[src/svt_pkg.sv]
// Package for the sorted value table: widths, operation codes and beat types.
package svt_pkg;

  localparam int Depth = 16;
  localparam int IdxW = $clog2(Depth);
  localparam int CntW = 5;
  localparam int ValW = 32;

  localparam logic [2:0] OP_INSERT = 3'd0;
  localparam logic [2:0] OP_REMOVE = 3'd1;
  localparam logic [2:0] OP_POP_MIN = 3'd2;
  localparam logic [2:0] OP_POP_MAX = 3'd3;
  localparam logic [2:0] OP_CLEAR = 3'd4;

  typedef struct packed {
    logic [2:0] op;
    logic signed [ValW-1:0] value;
  } in_beat_t;

  typedef struct packed {
    logic ok;
    logic signed [ValW-1:0] head_value;
    logic signed [ValW-1:0] tail_value;
    logic [CntW-1:0] count;
  } out_beat_t;

endpackage

[src/svt_ram.sv]
// Generic single-port-write, one-read RAM with a registered read.
module svt_ram #(
  parameter int Width = 32,
  parameter int Depth = 16
) (
  input  logic                     clk,
  input  logic                     we,
  input  logic [$clog2(Depth)-1:0] waddr,
  input  logic [Width-1:0]         wdata,
  input  logic [$clog2(Depth)-1:0] raddr,
  output logic [Width-1:0]         rdata
);

  logic [Width-1:0] mem [Depth];

  always_ff @(posedge clk) begin
    if (we) begin
      mem[waddr] <= wdata;
    end
    rdata <= mem[raddr];
  end

endmodule

[src/sorted_value_table.sv]
// Sorted value table: holds up to Depth signed values in ascending order in one RAM.
// Pop-max, clear, an unused code, a full insert and a remove on an empty table go straight
// to the head and tail fetch; remove scans for the match and shifts later entries down,
// pop-min shifts the entries down (none at one entry), insert moves each larger entry up.
// One beat is in work at a time; the next beat is taken the cycle after the result is
// registered, and a result that has not been taken holds the next one back.
// Reset (rst, synchronous) empties the table; RAM contents are not cleared.
module sorted_value_table
  import svt_pkg::*;
(
  input  logic      clk,
  input  logic      rst,
  input  logic      in_valid,
  output logic      in_stall,
  input  in_beat_t  in_data,
  output logic      out_valid,
  input  logic      out_stall,
  output out_beat_t out_data
);

  // Sequencer states.
  localparam logic [2:0] S_IDLE = 3'd0;
  localparam logic [2:0] S_RD   = 3'd1;  // read issued, wait for data
  localparam logic [2:0] S_INS  = 3'd2;  // insert: walk down, shifting up
  localparam logic [2:0] S_FIND = 3'd3;  // remove: scan for the match
  localparam logic [2:0] S_SHD  = 3'd4;  // remove: shift down
  localparam logic [2:0] S_HEAD = 3'd5;  // fetch head for the result
  localparam logic [2:0] S_TAIL = 3'd6;  // fetch tail for the result
  localparam logic [2:0] S_DONE = 3'd7;

  logic [2:0] state;
  logic [2:0] op;
  logic signed [ValW-1:0] value;
  logic [CntW:0] occ;     // fill level, one bit wider than the result count
  logic [CntW:0] pos;     // position being worked on
  logic ok;
  logic signed [ValW-1:0] head;

  logic we;
  logic [IdxW-1:0] waddr, raddr;
  logic [ValW-1:0] wdata, rdata;

  svt_ram #(.Width(ValW), .Depth(Depth)) u_ram (
    .clk(clk), .we(we), .waddr(waddr), .wdata(wdata), .raddr(raddr), .rdata(rdata)
  );

  logic out_free;
  assign out_free = !out_valid || !out_stall;
  assign in_stall = (state != S_IDLE);

  logic signed [ValW-1:0] rd_s;
  assign rd_s = signed'(rdata);

  // The read address is the position held in pos, offset in a walk so that reads run ahead of it.
  always_comb begin
    we = 1'b0;
    waddr = pos[IdxW-1:0];
    wdata = rdata;
    raddr = pos[IdxW-1:0];
    case (state)
      S_RD: begin
        // First read of each walk: insert looks at entry pos-1, the match scan
        // starts at entry 0, and pop-min shifts from entry 1.
        case (op)
          OP_INSERT: raddr = pos[IdxW-1:0] - IdxW'(1);
          OP_REMOVE: raddr = pos[IdxW-1:0];
          default:   raddr = pos[IdxW-1:0] + IdxW'(1);
        endcase
      end
      S_INS: begin
        // rdata holds entry pos-1 (pos > 0 here unless handled below).
        if (pos != '0 && rd_s > value) begin
          we = 1'b1;
          waddr = pos[IdxW-1:0];
          wdata = rdata;
        end else begin
          we = 1'b1;
          waddr = pos[IdxW-1:0];
          wdata = value;
        end
        raddr = pos[IdxW-1:0] - IdxW'(2);
      end
      S_SHD: begin
        // rdata holds entry pos+1; write it at pos.
        we = 1'b1;
        waddr = pos[IdxW-1:0];
        wdata = rdata;
        raddr = pos[IdxW-1:0] + IdxW'(2);
      end
      S_FIND: raddr = pos[IdxW-1:0] + IdxW'(1);
      // The head is read first and the tail after it, so the tail data is
      // on rdata while the result waits in S_DONE.
      S_HEAD: raddr = '0;
      S_TAIL: raddr = IdxW'(occ - 1'b1);
      default: ;
    endcase
  end

  always_ff @(posedge clk) begin
    if (rst) begin
      state <= S_IDLE;
      occ <= '0;
      out_valid <= 1'b0;
    end else begin
      if (out_valid && !out_stall && state != S_DONE) begin
        out_valid <= 1'b0;
      end
      case (state)
        S_IDLE: begin
          if (in_valid) begin
            op <= in_data.op;
            value <= in_data.value;
            case (in_data.op)
              OP_INSERT: begin
                if (occ < (CntW+1)'(Depth)) begin
                  ok <= 1'b1;
                  pos <= occ;
                  if (occ == '0) begin
                    state <= S_INS;
                  end else begin
                    state <= S_RD;
                  end
                end else begin
                  ok <= 1'b0;
                  state <= S_HEAD;
                end
              end
              OP_REMOVE: begin
                ok <= 1'b0;
                pos <= '0;
                state <= (occ == '0) ? S_HEAD : S_RD;
              end
              OP_POP_MIN: begin
                pos <= '0;
                if (occ != '0) begin
                  ok <= 1'b1;
                  if (occ == (CntW+1)'(1)) begin
                    occ <= '0;
                    state <= S_HEAD;
                  end else begin
                    state <= S_RD;
                  end
                end else begin
                  ok <= 1'b0;
                  state <= S_HEAD;
                end
              end
              OP_POP_MAX: begin
                if (occ != '0) begin
                  ok <= 1'b1;
                  occ <= occ - 1'b1;
                end else begin
                  ok <= 1'b0;
                end
                state <= S_HEAD;
              end
              OP_CLEAR: begin
                ok <= 1'b1;
                occ <= '0;
                state <= S_HEAD;
              end
              default: begin
                ok <= 1'b0;
                state <= S_HEAD;
              end
            endcase
          end
        end
        S_RD: begin
          // The read of the first entry to look at is in flight.
          case (op)
            OP_INSERT: state <= S_INS;
            OP_REMOVE: state <= S_FIND;
            default: state <= S_SHD;  // pop-min shifts from entry 1
          endcase
        end
        S_INS: begin
          if (pos != '0 && rd_s > value) begin
            pos <= pos - 1'b1;
          end else begin
            occ <= occ + 1'b1;
            state <= S_HEAD;
          end
        end
        S_FIND: begin
          if (rdata == value) begin
            ok <= 1'b1;
            if (pos + 1'b1 >= occ) begin
              occ <= occ - 1'b1;
              state <= S_HEAD;
            end else begin
              state <= S_SHD;
            end
          end else if (pos + 1'b1 >= occ) begin
            state <= S_HEAD;
          end else begin
            pos <= pos + 1'b1;
          end
        end
        S_SHD: begin
          if (pos + (CntW+1)'(2) >= occ) begin
            occ <= occ - 1'b1;
            state <= S_HEAD;
          end else begin
            pos <= pos + 1'b1;
          end
        end
        S_HEAD: begin
          pos <= '0;
          state <= S_TAIL;
        end
        S_TAIL: begin
          head <= rd_s;
          pos <= occ - 1'b1;
          state <= S_DONE;
        end
        S_DONE: begin
          if (out_free) begin
            out_valid <= 1'b1;
            out_data.ok <= ok;
            out_data.count <= occ[CntW-1:0];
            out_data.head_value <= (occ == '0) ? '0 : head;
            out_data.tail_value <= (occ == '0) ? '0 : rd_s;
            state <= S_IDLE;
          end
        end
        default: state <= S_IDLE;
      endcase
    end
  end

endmodule

[config.mk]
export PLATFORM = sky130hd
export DESIGN_NAME = sorted_value_table
export DESIGN_NICKNAME = d
export VERILOG_FILES = /design/src/svt_pkg.sv /design/src/svt_ram.sv /design/src/sorted_value_table.sv
export SDC_FILE = /design/constraint.sdc
export NUM_CORES = 1
export LEC_CHECK = 0
export BUFFER_PORTS_ARGS = -buffer_cell sky130_fd_sc_hd__buf_2
export CAP_MARGIN = 20
export CORE_ASPECT_RATIO = 2
export CORE_MARGIN = 2
export CORE_UTILIZATION = 28
export CTS_CLUSTER_SIZE = 12
export DETAILED_ROUTE_END_ITERATION = 10
export SYNTH_ARGS = -nofsm -noshare
export SYNTH_HDL_FRONTEND = slang
export SYNTH_SLANG_ARGS = --single-unit
[constraint.sdc]
create_clock -name clk -period 11.9 [get_ports clk]
set_input_delay 3.57 -clock clk [delete_from_list [all_inputs] [get_ports clk]]
set_output_delay 3.57 -clock clk [all_outputs]
set_load 0.005 [all_outputs]
## Yosys cells after proc, flatten, opt, wreduce, memory -nomap -nowiden

Memory sizes are Yosys's and may differ from the RTL's. A register that Yosys moved wholly into a read port is not among the register bits.
Cells that the tools add are included.

- Output and inout bits: 72
- Memories kept: 1
- Input port bits: 39
- RAM bits: 512
- Logic and storage cells: 134
- Register bits after elaboration: 154

Memory list:

| name | depth | bits a word | read ports | clocked after Yosys merged registers in | wr ports | line | RTL |
|---|---|---|---|---|---|---|---|
| u_ram.mem | 16 | 32 | 1 | 1 | 1 | svt_ram.sv:14 | `logic [Width-1:0] mem [Depth];` |

- $lt $le $gt $ge: 4
- Equal/unequal tests: 32
- Reductions and logical operators: 26
- Add/sub/neg operators: 9
- Bitwise gates (word level): 1
- Mux-type cells: 49

Operators with widths:

| kind | count |
|---|---|
| $mux 6 | 14 |
| $mux 32 | 2 |
| $pmux 6 s6 | 1 |
| $eq 32x32->1 | 1 |
| $gt 32x32->1 | 1 |
| $mux 3 | 10 |
| $pmux 3 s8 | 1 |
| $pmux 4 s6 | 1 |
| $pmux 6 s4 | 1 |
| $ne 2x2->1 const B | 10 |
| $ne 3x3->1 const B | 6 |
| $pmux 6 s3 | 1 |
| $reduce_bool 6->1 | 3 |
| $eq 3x3->1 const B | 5 |
| $add 6x1->6 const B | 2 |
| $eq 3x2->1 const B | 4 |
| $ge 6x6->1 | 2 |
| $pmux 6 s2 | 1 |
| $sub 6x1->6 const B | 2 |
| $mux 1 | 11 |
| $reduce_and 10->1 | 1 |
| $eq 3x1->1 const B | 3 |
| $logic_not 3->1 | 3 |
| $pmux 3 s3 | 1 |
| 28 further kinds | 34 |

## Depth between registers and ports, before layout

- Depth after elaboration: 6
- Mapped depth: 13
- Depth with buffers taken out: 12

## Modules after synthesis

From an unflattened synthesis, not the netlist that was laid out.

- Cell total of the unflattened synthesis: 1525
- Area, all modules: 28033.1 µm²

Modules (own cells, without submodules):

| module | cells each | area each (µm²) | times used | seq. area each (µm²) |
|---|---|---|---|---|
| svt_ram | 838 | 19835.3 | 1 | 16015.4 |
| sorted_value_table | 687 | 8197.9 | 1 | 4524.3 |

## Worst setup path after synthesis

Ideal clock, no wire load.

- Kind: input to register
- From: input rst
- To: register out_data[0] in the netlist's numbering, enable pin
- Data required time: 11.301 ns
- Path buffers: 2
- Stages on the path: 3
- Arrival time: 9.125 ns
- Library setup time: 0.599 ns
- Slack: 2.176 ns
- Cell sequence: clkbuf_1 -> clkbuf_1 -> nor3b_1

- Cells in the longest elaborated chain, start to end: 2

RTL lines:

| item | line | RTL |
|---|---|---|
| from (decl) | sorted_value_table.sv:12 | `input logic rst,` |
| $not 1->1 (no line) | -- |  |
| $reduce_and 3->1 (no line) | -- |  |
| to (decl) | sorted_value_table.sv:18 | `output out_beat_t out_data` |

Every way passes these cells.
A chain may end at the register's enable or synchronous reset.

## Worst setup path in the final report

- From: register state[2]
- To: output in_stall

- Cells in the longest elaborated chain, start to end: 1

RTL lines:

| item | line | RTL |
|---|---|---|
| from (decl) | sorted_value_table.sv:31 | `logic [2:0] state;` |
| from (signal assigned) | sorted_value_table.sv:131 | `state <= (occ == '0) ? S_HEAD : S_RD;` |
| $reduce_bool 3->1 | sorted_value_table.sv:49 | `assign in_stall = (state != S_IDLE);` |
| to (decl) | sorted_value_table.sv:14 | `output logic in_stall,` |

Every way passes these cells.

==> flow_summary.ini <==
[status]
status = complete, no violations

[synthesis]
yosysTopAreaCell = edfxtp_1
synth.area.top_cells = edfxtp_1, mux2i_1, dfxtp_1, ha_1, and2_1
ys_seq_area_frac = 0.702
synth_mux_area_frac = 0.179
synth_compound_gate_area_share = 0.0277
synthSimpleGateAreaFrac = 0.0413
syn_inst = 1765
ys_seq_elements = 698
synth_cell_type_count = 68
synthXorXnorAreaFrac = 0.00479
synth-adder-area-share = 0.0246
synth.top_cell.area_share = 0.674
synth_top_family_by_area = multiplexers
synth_ff_type = edfxtp_1
postSynth.asyncResetShare = 0
yosys_warnings = 0
syn_area_per_cell_um2 = 16.6
syn_area_mm2 = 0.0292
syn_nets = 1861
synth_edf_count = 656

[placed_design]
placed_cells = 3177
dp_hpwl_um = 42300
dpl_cell_area_mm2 = 0.0315
io_buffers = 110
place_ws_ns = 6.28
routabilityCongestion = 0.883

[timing]
setup_viol = 0
rsz0062_at_grt = false
finalCriticalPeriod_ns = 5.75
fin_ws_ns = 6.15
slew_headroom = 0.227
fin_crit_sh = 0.483
timing.hold.ws_ns = 0.443
clock-skew-final_ns = 0.0322
worstMarginPinSlew_ns = 1.15
finalHoldViolCount = 0
finalSetupTns_ns = 0
slew_violations = 0
timing.fmax_mhz = 174

[job]
cap_violations = 0

[setup_path]
cpPeakStageDelay_ns = 0.85
crit_path_end = in_stall
cpLargestDelayFamily = flip-flops
critPathArrivalTime_ns = 2.18
r2r_end = u_ram.rdata[30]
rr_startpoint = state[2]
cp_cell_sequence = or2_2 -> nor2_1 -> inv_1 -> buf_2
path_max_fanout = 25
end_kind = output pin
path_class = register to output pin
worstSetupStartpoint = state[2]
worstPathRequired_ns = 8.33
reg2reg_slack_ns = 6.94
cp-start-kind = register
reg2reg_depth = 10
slowest_stage = dfxtp_1
critPathBufInv = 2
worst-path-stages = 4

[pwr]
total_leakage_power_nw = 12.2
power_mw = 9.18
peakVddDrop_v = 0.000485
power.density_mw_per_mm2 = 274

[clock_network]
root_buffer = clkbuf_16
post_cts_resized = 0
postCtsSetupRepairBufs = 0
ctsHtreeMaxLevel = 3
cts_hold_buf = 0
clk_latency_ns = 0.64
cts_tree = done
cts.reportedPaths.clkPinSlew_ns = 0.07
clock-sinks = 698
numCtsBuffers = 68
cts_buffer_depth = 3

[cells_and_area]
finalInstanceArea_mm2 = 0.0335
final_core_util = 0.323
final_layout_size_suffix_gt1_frac = 0.144
area.sequential_mm2 = 0.0205
fillers = 10000
final_cells = 3290
final_cell_mix = edfxtp_1, mux2i_1, buf_2
multi_input_area_mm2 = 0.00829
syn2layout_area_growth_pct = 14.4
nets = 1991
final_common_cell = edfxtp_1

[floorplanning]
initial_core_util = 0.282
ios = 111
dieArea_mm2 = 0.107
row_count = 167
die_w_um = 233
die_h_um = 461
core_mm2 = 0.104

[detailed_routing]
vias = 15500
wire_per_inst_um = 21.3
wirelength_um = 70000
drc = 0
final_antenna_net_count = 0
drt_iter0_drc = 980
detail_route.first_pass.iterations = 5
viasPerCell = 4.71

[global_routing]
grt_pass1_vias = 16200
antenna_found_initial = 3
grt_max_degree = 145
grt_pass1_wl_um = 103000
grt_overflow = 0
grtUsageTotal = 0.130

[hold_path]
min_path_type = register to register
## where the power goes
part / internal (mW) / switching, mW / total (mW)
clock network: 1.10 / 0.885 / 1.99
registers: 3.37 / 0.225 / 3.59
logic: 1.45 / 2.15 / 3.61
## synth_stat cells, types with 4 or more instances
cell      instances
edfxtp_1        656
mux2i_1         482
and2_1           65
ha_1             56
nor2_1           54
inv_1            48
buf_2            47
a21oi_1          42
dfxtp_1          42
nand2_1          38
o21ai_0          27
mux2_2           24
clkbuf_1         19
nand3_1          15
xnor2_1          12
mux2_1            8
nor3_1            8
buf_4             7
a31oi_1           6
nand4_1           6
o211ai_1          6
o22ai_1           6
and3_1            5
nand2b_1          5
a211oi_1          4
buf_6             4
o31ai_1           4
xor2_1            4
## layer usage
metal / share of wire / up-vias / GRT usage / wire [um]
met3: 0.036 / 143 / 0.0182 / 2510
met2: 0.54 / 390 / 0.245 / 37700
li1: - / 7025 / - / -
met5: 0.00011 / - / 0 / 8
met1: 0.38 / 7933 / 0.142 / 26900
met4: 0.041 / 2 / 0.0613 / 2860
## worst min-delay path by stage
stage                     slack (ns)  cells past startpoint           end  from
after global placement          0.43                      0  out_data[69]    ok
after global routing            0.44                      0  out_data[69]    ok
after detailed placement        0.43                      0  out_data[69]    ok
after CTS                       0.45                      0  out_data[69]    ok
final                           0.44                      0  out_data[69]    ok
after floorplan                 0.40                      0  out_data[69]    ok
## cell type report
type	count	share of cell area
clock buffers	106	0.0570
repair buffers	139	0.0236
diodes	1	0.0000748
flip-flops and latches	698	0.614
inverters	48	0.00538
clock inverters	6	0.00165
well taps	1352	0.0506
multi-input cells	940	0.248
## flip-flops by register name, indices dropped and copies added (netlist names), 3 cells and up
signal and cells:
head 32, occ 6, op 3, out_data 70, pos 6, state 3, u_ram.mem 512, u_ram.rdata 32
value 32
## cell families after synthesis
group	count (synthesis)
flip-flops	698
adder cells (fa/ha/maj)	57
buffers and inverters	127
AND/OR/NAND/NOR	224
XOR/XNOR	16
multiplexers	516
AO/OA/AOI/OAI	127
Power figures use the tool's default switching activity.
